File: config.mk
export PLATFORM = sky130hd
export DESIGN_NAME = ladder_button_debounce_with_combo
export DESIGN_NICKNAME = d
export VERILOG_FILES = /design/src/hw/rtl/lbd_pkg.sv /design/src/hw/rtl/ladder_button_debounce_with_combo.sv /design/src/hw/rtl/lbd_cfg.sv /design/src/hw/rtl/lbd_core.sv
export SDC_FILE = /design/constraint.sdc
export NUM_CORES = 1
export LEC_CHECK = 0
export BUFFER_PORTS_ARGS = -buffer_cell sky130_fd_sc_hd__buf_2
export CAP_MARGIN = 0
export CORE_MARGIN = 2
export CORE_UTILIZATION = 35
export DETAILED_ROUTE_END_ITERATION = 10
export GPL_TIMING_DRIVEN = 0
export HOLD_SLACK_MARGIN = 0.12
export SLEW_MARGIN = 30
export SYNTH_ARGS = -nofsm -noshare
export SYNTH_HDL_FRONTEND = slang
export SYNTH_HIERARCHICAL = 1
export SYNTH_SLANG_ARGS = --single-unit
File: constraint.sdc
create_clock -name aclk -period 4.6 [get_ports aclk]
set_input_delay 0.92 -clock aclk [delete_from_list [all_inputs] [get_ports aclk]]
set_output_delay 0.92 -clock aclk [all_outputs]
set_load 0.01 [all_outputs]
File: src/hw/rtl/lbd_pkg.sv
package lbd_pkg;

    localparam int BUTTON_COUNT = 4;
    localparam int ADC_BITS     = 12;

    localparam int RAW_W   = 12;
    localparam int BTN_W   = 5;
    localparam int TIME_W  = 32;
    localparam int HOLD_W  = 16;
    localparam int ERR_W   = 8;
    localparam int AGREE_W = 4;
    localparam int CFG_IDX_W  = 3;
    localparam int CFG_DATA_W = 16;

    localparam logic [RAW_W-1:0] RAW_MASK = RAW_W'((1 << ADC_BITS) - 1);

    localparam logic signed [BTN_W-1:0] BTN_NONE   = -5'sd1;
    localparam logic [ERR_W-1:0]        ERR_MAX    = '1;
    localparam logic [AGREE_W-1:0]      AGREE_MAX  = '1;

    typedef enum logic [CFG_IDX_W-1:0] {
        REG_COMBO_BAND_LOW  = 3'd0,
        REG_COMBO_BAND_HIGH = 3'd1,
        REG_COMBO_HOLD_MS   = 3'd2,
        REG_ERROR_RUN_LIMIT = 3'd3,
        REG_AGREE_PASSES    = 3'd4
    } cfg_reg_t;

    localparam logic [RAW_W-1:0]   RST_COMBO_BAND_LOW  = 12'd1280;
    localparam logic [RAW_W-1:0]   RST_COMBO_BAND_HIGH = 12'd1390;
    localparam logic [HOLD_W-1:0]  RST_COMBO_HOLD_MS   = 16'd1200;
    localparam logic [ERR_W-1:0]   RST_ERROR_RUN_LIMIT = 8'd10;
    localparam logic [AGREE_W-1:0] RST_AGREE_PASSES    = 4'd3;

    typedef struct packed {
        logic [RAW_W-1:0]   combo_band_low;
        logic [RAW_W-1:0]   combo_band_high;
        logic [HOLD_W-1:0]  combo_hold_ms;
        logic [ERR_W-1:0]   error_run_limit;
        logic [AGREE_W-1:0] agree_passes;
    } cfg_t;

    typedef struct packed {
        logic                    read_ok;
        logic [RAW_W-1:0]        raw_level;
        logic signed [BTN_W-1:0] decoded_button;
        logic [TIME_W-1:0]       time_ms;
    } item_t;

    typedef struct packed {
        logic signed [BTN_W-1:0] committed_button;
        logic                    enter_recovery;
    } result_t;

endpackage

File: src/hw/rtl/ladder_button_debounce_with_combo.sv
// channel | ports                                           | word accepted when
// input   | s_valid/s_ready, s_read_ok, s_raw_level,        | s_valid && s_ready
//         | s_decoded_button, s_time_ms                     |
// result  | m_valid/m_ready, m_committed_button,            | m_valid && m_ready
//         | m_enter_recovery                                |
// config  | cfg_wr_en, cfg_index, cfg_data                  | cfg_wr_en
//
// One word per cycle sustained while m_ready is high; a word passes the input register, then the result register.
// Debounce state updates as a word moves from the input to the result register.
// Result stall holds both registers; a word is taken whenever the input register
// is empty or moving on. Synchronous active-low reset restores register defaults.
module ladder_button_debounce_with_combo
    import lbd_pkg::*;
(
    input  logic                    aclk,
    input  logic                    aresetn,
    input  logic                    s_valid,
    output logic                    s_ready,
    input  logic                    s_read_ok,
    input  logic [RAW_W-1:0]        s_raw_level,
    input  logic signed [BTN_W-1:0] s_decoded_button,
    input  logic [TIME_W-1:0]       s_time_ms,
    output logic                    m_valid,
    input  logic                    m_ready,
    output logic signed [BTN_W-1:0] m_committed_button,
    output logic                    m_enter_recovery,
    input  logic                    cfg_wr_en,
    input  logic [CFG_IDX_W-1:0]    cfg_index,
    input  logic [CFG_DATA_W-1:0]   cfg_data
);

    cfg_t    cfg;
    item_t   item_reg;
    result_t result;
    result_t result_reg;
    logic    in_valid_reg;
    logic    out_valid_reg;
    logic    step;

    assign step    = in_valid_reg && (!out_valid_reg || m_ready);
    assign s_ready = !in_valid_reg || step;

    lbd_cfg u_cfg (
        .aclk      (aclk),
        .aresetn   (aresetn),
        .cfg_wr_en (cfg_wr_en),
        .cfg_index (cfg_index),
        .cfg_data  (cfg_data),
        .cfg       (cfg)
    );

    lbd_core u_core (
        .aclk    (aclk),
        .aresetn (aresetn),
        .step    (step),
        .item    (item_reg),
        .cfg     (cfg),
        .result  (result)
    );

    always_ff @(posedge aclk) begin
        if (!aresetn) begin
            in_valid_reg  <= 1'b0;
            out_valid_reg <= 1'b0;
        end else begin
            if (s_ready) begin
                in_valid_reg <= s_valid;
            end
            if (step) begin
                out_valid_reg <= 1'b1;
            end else if (m_ready) begin
                out_valid_reg <= 1'b0;
            end
        end
    end

    always_ff @(posedge aclk) begin
        if (s_valid && s_ready) begin
            item_reg.read_ok        <= s_read_ok;
            item_reg.raw_level      <= s_raw_level;
            item_reg.decoded_button <= s_decoded_button;
            item_reg.time_ms        <= s_time_ms;
        end
        if (step) begin
            result_reg <= result;
        end
    end

    assign m_valid            = out_valid_reg;
    assign m_committed_button = result_reg.committed_button;
    assign m_enter_recovery   = result_reg.enter_recovery;

    a_step_fills_output: assert property (@(posedge aclk) disable iff (!aresetn)
        step |=> out_valid_reg)
        else $error("processed word not presented");

    a_pending_kept: assert property (@(posedge aclk) disable iff (!aresetn)
        in_valid_reg && !step |=> in_valid_reg && $stable(item_reg))
        else $error("pending input word lost");

    a_no_step_when_empty: assert property (@(posedge aclk) disable iff (!aresetn)
        !in_valid_reg |-> !step)
        else $error("step without an input word");

endmodule

File: src/hw/rtl/lbd_cfg.sv
module lbd_cfg
    import lbd_pkg::*;
(
    input  logic                  aclk,
    input  logic                  aresetn,
    input  logic                  cfg_wr_en,
    input  logic [CFG_IDX_W-1:0]  cfg_index,
    input  logic [CFG_DATA_W-1:0] cfg_data,
    output cfg_t                  cfg
);

    cfg_t cfg_reg;
    cfg_t cfg_next;

    always_comb begin
        cfg_next = cfg_reg;
        if (cfg_wr_en) begin
            unique case (cfg_index)
                REG_COMBO_BAND_LOW:  cfg_next.combo_band_low  = cfg_data[RAW_W-1:0];
                REG_COMBO_BAND_HIGH: cfg_next.combo_band_high = cfg_data[RAW_W-1:0];
                REG_COMBO_HOLD_MS:   cfg_next.combo_hold_ms   = cfg_data[HOLD_W-1:0];
                REG_ERROR_RUN_LIMIT: cfg_next.error_run_limit = cfg_data[ERR_W-1:0];
                REG_AGREE_PASSES:    cfg_next.agree_passes    = cfg_data[AGREE_W-1:0];
                default:             cfg_next = cfg_reg;
            endcase
        end
    end

    always_ff @(posedge aclk) begin
        if (!aresetn) begin
            cfg_reg.combo_band_low  <= RST_COMBO_BAND_LOW;
            cfg_reg.combo_band_high <= RST_COMBO_BAND_HIGH;
            cfg_reg.combo_hold_ms   <= RST_COMBO_HOLD_MS;
            cfg_reg.error_run_limit <= RST_ERROR_RUN_LIMIT;
            cfg_reg.agree_passes    <= RST_AGREE_PASSES;
        end else begin
            cfg_reg <= cfg_next;
        end
    end

    assign cfg = cfg_reg;

endmodule

File: src/hw/rtl/lbd_core.sv
module lbd_core
    import lbd_pkg::*;
(
    input  logic    aclk,
    input  logic    aresetn,
    input  logic    step,
    input  item_t   item,
    input  cfg_t    cfg,
    output result_t result
);

    logic signed [BTN_W-1:0] committed_reg, committed_next;
    logic signed [BTN_W-1:0] candidate_reg, candidate_next;
    logic [AGREE_W-1:0]      agree_reg, agree_next;
    logic                    combo_timing_reg, combo_timing_next;
    logic [TIME_W-1:0]       combo_start_reg, combo_start_next;
    logic [ERR_W-1:0]        err_run_reg, err_run_next;

    logic [RAW_W-1:0]        raw;
    logic                    in_band;
    logic [TIME_W-1:0]       held;
    logic signed [BTN_W-1:0] dec;
    logic [ERR_W-1:0]        err_inc;
    logic [AGREE_W-1:0]      agree_inc;
    logic                    recover;

    assign raw     = item.raw_level & RAW_MASK;
    assign in_band = (raw >= cfg.combo_band_low) && (raw <= cfg.combo_band_high);
    assign held    = item.time_ms - combo_start_reg;
    assign dec     = (!item.decoded_button[BTN_W-1] &&
                      item.decoded_button[AGREE_W-1:0] < AGREE_W'(BUTTON_COUNT))
                     ? item.decoded_button : BTN_NONE;
    assign err_inc   = (err_run_reg == ERR_MAX) ? err_run_reg : err_run_reg + 1'b1;
    assign agree_inc = (agree_reg == AGREE_MAX) ? agree_reg : agree_reg + 1'b1;

    always_comb begin
        committed_next    = committed_reg;
        candidate_next    = candidate_reg;
        agree_next        = agree_reg;
        combo_timing_next = combo_timing_reg;
        combo_start_next  = combo_start_reg;
        err_run_next      = err_run_reg;
        recover           = 1'b0;
        if (!item.read_ok) begin
            err_run_next = err_inc;
            if (err_inc >= cfg.error_run_limit) begin
                committed_next    = BTN_NONE;
                candidate_next    = BTN_NONE;
                agree_next        = '0;
                combo_timing_next = 1'b0;
            end
        end else begin
            err_run_next = '0;
            if (in_band) begin
                if (!combo_timing_reg) begin
                    combo_timing_next = 1'b1;
                    combo_start_next  = item.time_ms;
                end else if (held >= TIME_W'(cfg.combo_hold_ms)) begin
                    recover = 1'b1;
                end
                committed_next = BTN_NONE;
                candidate_next = BTN_NONE;
                agree_next     = '0;
            end else begin
                combo_timing_next = 1'b0;
                priority if (dec == committed_reg) begin
                    agree_next = '0;
                end else if (dec == candidate_reg) begin
                    if (agree_inc >= cfg.agree_passes) begin
                        committed_next = dec;
                        agree_next     = '0;
                    end else begin
                        agree_next = agree_inc;
                    end
                end else begin
                    candidate_next = dec;
                    agree_next     = AGREE_W'(1);
                end
            end
        end
    end

    always_ff @(posedge aclk) begin
        if (!aresetn) begin
            committed_reg    <= BTN_NONE;
            candidate_reg    <= BTN_NONE;
            agree_reg        <= '0;
            combo_timing_reg <= 1'b0;
            combo_start_reg  <= '0;
            err_run_reg      <= '0;
        end else if (step) begin
            committed_reg    <= committed_next;
            candidate_reg    <= candidate_next;
            agree_reg        <= agree_next;
            combo_timing_reg <= combo_timing_next;
            combo_start_reg  <= combo_start_next;
            err_run_reg      <= err_run_next;
        end
    end

    assign result.committed_button = committed_next;
    assign result.enter_recovery   = recover;

    a_recover_needs_timing: assert property (@(posedge aclk) disable iff (!aresetn)
        step && recover |-> combo_timing_reg)
        else $error("recovery flagged outside a timed combo");

    a_recover_clears_button: assert property (@(posedge aclk) disable iff (!aresetn)
        step && recover |=> committed_reg == BTN_NONE && agree_reg == '0)
        else $error("button state kept during recovery");

    a_error_limit_clears: assert property (@(posedge aclk) disable iff (!aresetn)
        step && !item.read_ok && err_inc >= cfg.error_run_limit
        |=> committed_reg == BTN_NONE && !combo_timing_reg)
        else $error("state not cleared at error run limit");

    a_commit_resets_counter: assert property (@(posedge aclk) disable iff (!aresetn)
        step && committed_next != committed_reg |=> agree_reg == '0)
        else $error("agree counter not cleared on commit");

endmodule
== Yosys cells after proc, flatten, opt, wreduce, memory -nomap -nowiden ==
Cells that the tools add are included.

* Register bits: 165
* Input bits: 74
* Output and inout bits: 8
* Logic and storage cells: 87

* Add/subtract/negate cells: 3
* Magnitude comparators: 6
* Equality and inequality tests: 10
* Muxes and demuxes: 27
* Bitwise gates (word level): 1
* Reduce and logical (&&, ||, !) cells: 21

{| class="wikitable"
|+ Operators by type and width
! cell !! number
|-
| 5-bit 2-to-1 mux || 12
|-
| 32-bit by 16-bit greater-or-equal comparator with 1-bit output || 1
|-
| 32-bit subtractor || 1
|-
| 4-bit 2-to-1 mux || 7
|-
| 8-bit 2-to-1 mux || 2
|-
| 12-bit greater-or-equal comparator || 1
|-
| 12-bit <= comparator || 1
|-
| 2-bit AND reduction || 6
|-
| 5-bit equality test || 2
|-
| 8-bit by 1-bit adder with 8-bit output (second input constant) || 1
|-
| 8-bit equality test (second input constant) || 1
|-
| 8-bit greater-or-equal comparator || 1
|-
| 4-bit AND reduction || 2
|-
| 3-bit by 2-bit equality test with 1-bit output (second input constant) || 2
|-
| 1-bit 2-to-1 mux || 6
|-
| 3-bit by 2-bit != test with 1-bit output (second input constant) || 2
|-
| 4-bit by 1-bit adder with 4-bit output (second input constant) || 1
|-
| 4-bit equality test (second input constant) || 1
|-
| 4-bit greater-or-equal comparator || 1
|-
| 1-bit logical AND || 4
|-
| 4-bit by 3-bit less-than comparator with 1-bit output (second input constant) || 1
|-
| 2-bit nonzero test || 2
|-
| 3-bit by 1-bit equality test with 1-bit output (second input constant) || 1
|-
| 3-bit equality test (second input constant) || 1
|-
| other kinds (5) || 8
|}

== Depth between registers and ports, before layout ==
* Depth in word-level cells: 8
* Depth in mapped cells: 24
* Depth with buffers taken out: 23

== Cells and area by module ==
Netlist, hierarchy kept.

{| class="wikitable"
|+ By module, submodules not included
! module !! instances !! cells an instance !! area each (sq um) !! sequential area each (sq um)
|-
| lbd_core || 1 || 741 || 5,690.5 || 1,101.1
|-
| lbd_cfg || 1 || 202 || 2,050.7 || 1,041.0
|-
| ladder_button_debounce_with_combo || 1 || 65 || 1,785.5 || 1,721.7
|}

== Worst setup path after synthesis ==
OpenSTA, ideal clock, no wires.

* Kind: in2reg
* Start point: in m_ready
* End point: reg item_reg[0] in the netlist's numbering (enable)
* Library setup time: 0.474 ns
* Arrival: 3.419 ns
* Required time: 4.126 ns
* Slack: 0.706 ns
* Cell stages on the path: 2
* Buffers on the path: 0
* Path through: nor2b_4 -> a21oi_1

* Longest elaborated chain between the ends: 4

{| class="wikitable"
|+ Ends and longest elaborated chain
! what !! line !! source
|-
| start: declaration || ladder_button_debounce_with_combo.sv:24 || <nowiki>input logic m_ready,</nowiki>
|-
| 1-bit logical OR || ladder_button_debounce_with_combo.sv:40 || <nowiki>assign step = in_valid_reg && (!out_valid_reg || m_ready);</nowiki>
|-
| 1-bit logical AND || ladder_button_debounce_with_combo.sv:40 ||
|-
| 1-bit logical OR || ladder_button_debounce_with_combo.sv:41 || <nowiki>assign s_ready = !in_valid_reg || step;</nowiki>
|-
| 1-bit logical AND || ladder_button_debounce_with_combo.sv:78 || <nowiki>if (s_valid && s_ready) begin</nowiki>
|-
| end: declaration || ladder_button_debounce_with_combo.sv:33 || <nowiki>item_t item_reg;</nowiki>
|}

Every way passes these cells.
A chain may end at the register's enable or synchronous reset.

==> out/results.tsv <==
stage	metric	value	unit
sta	finalCriticalPeriod	4.319	ns
sta	clock_skew	0.01801	ns
synthesis	yosysMostFrequentCell	dfxtp_1	
power	switchingPower	1.012	mW
clocking	h-tree-depth	4	
synthesis	synth_cell_types	75	
layout	final_layout_size_suffix_gt1_share	14.39	%
setup_path	critPathRequiredTime	4.80	ns
place	portBuffers	81	
synthesis	syn_area_per_cell	9.451	um2
global_route	grt_pass1_vias	6910	
clocking	clk_pin_slew	0.07	ns
synthesis	yosys.area.top_type	dfxtp_1	
global_route	met2_usage	24.93	%
place	dp_cells	1433	
layout	final_cells	1467	
clocking	cts-root-buf	clkbuf_16	
global_route	grt.total_usage	15.68	%
layout	diodes	0	
sta	relSlewSlack	47.18	%
floorplanning	placementRows	60	
global_route	met3_usage	2.595	%
synthesis	synthesis.area	0.009527	mm2
power	swShare	28.97	%
floorplanning	pin_count	82	
floorplanning	start_util	35.45	%
power	powerDensity	313.0	mW/mm2
layout	postLayoutCoreUtil	41.53	%
global_route	grt_max_degree	21	
clocking	clockBufferDepth	2	
global_route	use_met1	21.70	%
global_route	overflow	0	
sta	setup_viol	0	
worst_hold_path	holdCritPathClass	reg2reg	
route	first_pass_iters	5	
synthesis	synth.area.top_cells	dfxtp_1 (23%), edfxtp_1 (18%), ha_1 (11%)	
sta	tightest_slew	0.7724	ns
layout	largest_reg_flops	52	
sta	max_freq	231.5	MHz
sta	holdWs	0.4584	ns
place	gp_congestion	0.8645	
synthesis	synth_top_family_by_area	simple AND/OR/NAND/NOR gates	
sta	slew_violations	0	
flow_run	drv_cap	0	
route	avgViaCountPerCell	5.048	
synthesis	synth.area.mux_share	9.496	%
synthesis	synth_edf_count	56	
global_route	antenna_found_initial	0	
power	combPwrFrac	13.4	%
synthesis	synth-xor-area-share	2.482	%
power	ir_drop	0.1845	mV
layout	fin_area	0.01116	mm2
floorplanning	die_h	169.0	um
setup_path	path_max_fanout	4	
layout	area.growth.synth_to_final	17.17	%
setup_path	cp.arrival	4.52	ns
route	drcViolationCount	0	
worst_hold_path	min_path_cells	2	
synthesis	synth-seq-cells	165	
power	p_seq_share	45.2	%
clocking	cts_tree	done	
synthesis	synth_seq_area_share	40.56	%
run_status	status	complete, no violations	
floorplanning	fp.coreArea	0.02688	mm2
route	drtAntennaViolNets	0	
power	p_leak	4.819	nW
synthesis	syn_nets	1168	
place	place_area	0.01044	mm2
synthesis	synthAdderAreaFrac	11.37	%
clocking	postCtsHoldBufs	0	
clocking	clk_latency	0.44	ns
route	post_drt_wl_per_cell	15.09	um
power	power	3.493	mW
setup_path	critical_path_class	reg2reg	
sta	min_period_over_period	93.89	%
power	p_int	2.481	mW
sta	timing.final.hold_violations	0	
layout	nFillCells	2673	
synthesis	yosysTopAreaCellShare	22.91	%
setup_path	startpoint_type	flop	
synthesis	synth-compound-area-share	14.34	%
clocking	cts_sinks	165	
route	drtIter0Drc	405	
route	drt-total-wl	22130	um
route	vias	7405	
synthesis	ys.flop_type	dfxtp_1	
synthesis	synth_cells	1008	
layout	fin_nets	1273	
synthesis	ys_warn_count	6	
synthesis	async_flop_share	0	%
clocking	cts_inserted_buffers	17	
floorplanning	die_w	169.0	um
global_route	grt_pass1_wl	35400	um
global_route	busiest_layer	met2	
synthesis	ys_top_cells_by_count	dfxtp_1 (109), inv_1 (103), mux2i_1 (87), ha_1 (85), nand2_1 (84)	
floorplanning	die-area	0.02855	mm2
setup_path	r2r_cells	22	
setup_path	crit_path_end_kind	flop	
place	hpwl	16790	um
power	clkPwrFrac	41.4	%
synthesis	synthSimpleGateAreaFrac	15.81	%
[placed cells by master, fill, tap and decap left out, drive strengths merged, types with 4 or more instances in the layout]
cell type	Yosys	final
edfxtp	56	56
nor2	80	80
nor2b	44	44
buf	13	99
clkbuf	26	43
a221oi	4	4
clkinv	2	10
nand4	18	18
xnor2	19	19
a31oi	17	17
xor2	8	8
o21bai	6	6
mux2i	87	87
nor3	9	9
dfxtp	109	109
o21a	16	16
o31ai	4	4
a21o	27	27
a21oi	45	45
o211ai	7	7
ha	85	85
a22oi	6	6
a32o	5	5
nand2b	13	13
a2111oi	4	4
inv	103	110
o21ai	24	24
nor4	6	6
nand2	84	84
and3	6	6
nand3	17	17
a211oi	5	5
[layer usage]
metal	share of wire, %	up-vias
met5	0	-
met4	1.7	0
met3	3.0	20
met2	46	128
met1	50	3463
li1	-	3794
[path summary, 6_finish.rpt]
path	start	slack [ns]	to
worst max-delay path	item_reg[2]$_DFFE_PP_	0.28	m_enter_recovery$_DFFE_PP_
worst min-delay path	u_cfg/cfg[15]$_SDFFE_PN0P_	0.46	u_cfg/cfg[15]$_SDFFE_PN0P_
worst max register to register	item_reg[2]$_DFFE_PP_	0.28	m_enter_recovery$_DFFE_PP_
worst min register to register	u_cfg/cfg[15]$_SDFFE_PN0P_	0.46	u_cfg/cfg[15]$_SDFFE_PN0P_
[layout make-up]
cell class | instances | area (um2) | share of cell area (%)
plain buffers | 39 | 171.4 | 1.536
clock buffers | 17 | 425.4 | 3.811
clock inverters | 15 | 181.4 | 1.625
inverters | 105 | 394.1 | 3.531
multi-input cells | 699 | 5209 | 46.67
flip-flops and latches | 165 | 3864 | 34.61
well taps | 341 | 426.7 | 3.822
repair buffers | 86 | 490.5 | 4.394
[what timing repair did]
item | CTS | global route
setup buffers | 0 | 2
pin swaps | 0 | 10
resized for setup | 1 | 16
endpoints found under the setup margin | 1 | 1
[cells by family after synthesis]
| logic type | after synthesis |
|---|---|
| compound gates | 195 |
| fa+ha+maj | 86 |
| simple gates | 301 |
| flops | 165 |
| buf+inv | 144 |
| mux | 90 |
| xor+xnor | 27 |
[worst max-delay path, cell delays in order, from the launching register on]
cell       delay, ns
edfxtp_1        0.47
ha_4            0.29
nor2b_2         0.15
o21bai_1        0.20
nand2_1         0.11
a21oi_2         0.18
nand2b_1        0.15
nor2_1          0.06
o21ai_0         0.14
nand2_1         0.11
a31oi_1         0.19
xnor2_1         0.15
ha_1            0.26
nand4_1         0.12
a21oi_1         0.09
a31oi_1         0.15
nand4_1         0.11
nor4_2          0.22
o311a_1         0.22
nand4_1         0.16
a2111oi_4       0.27
a31oi_1         0.15
buf_4           0.15
[power by group through the flow]
stage / logic [mW] / clock network [mW] / registers [mW]
after floorplan: 0.310 / 0 / 1.60
after global routing: 0.522 / 1.55 / 1.58
final: 0.467 / 1.45 / 1.58
after CTS: 0.454 / 1.49 / 1.58
after detailed placement: 0.450 / 0 / 1.61
after global placement: 0.437 / 0 / 1.62
[per-stage QoR]
step | worst slack (ns) | setup TNS [ns]
after floorplan | 0.7065 | 0
after global placement | -1.074 | -53.51
after CTS | 0.07055 | 0
after global routing | -0.02091 | -0.02091
after detailed placement | -0.09152 | -0.09152
final | 0.2810 | 0
(Power assumes the default switching activity.)
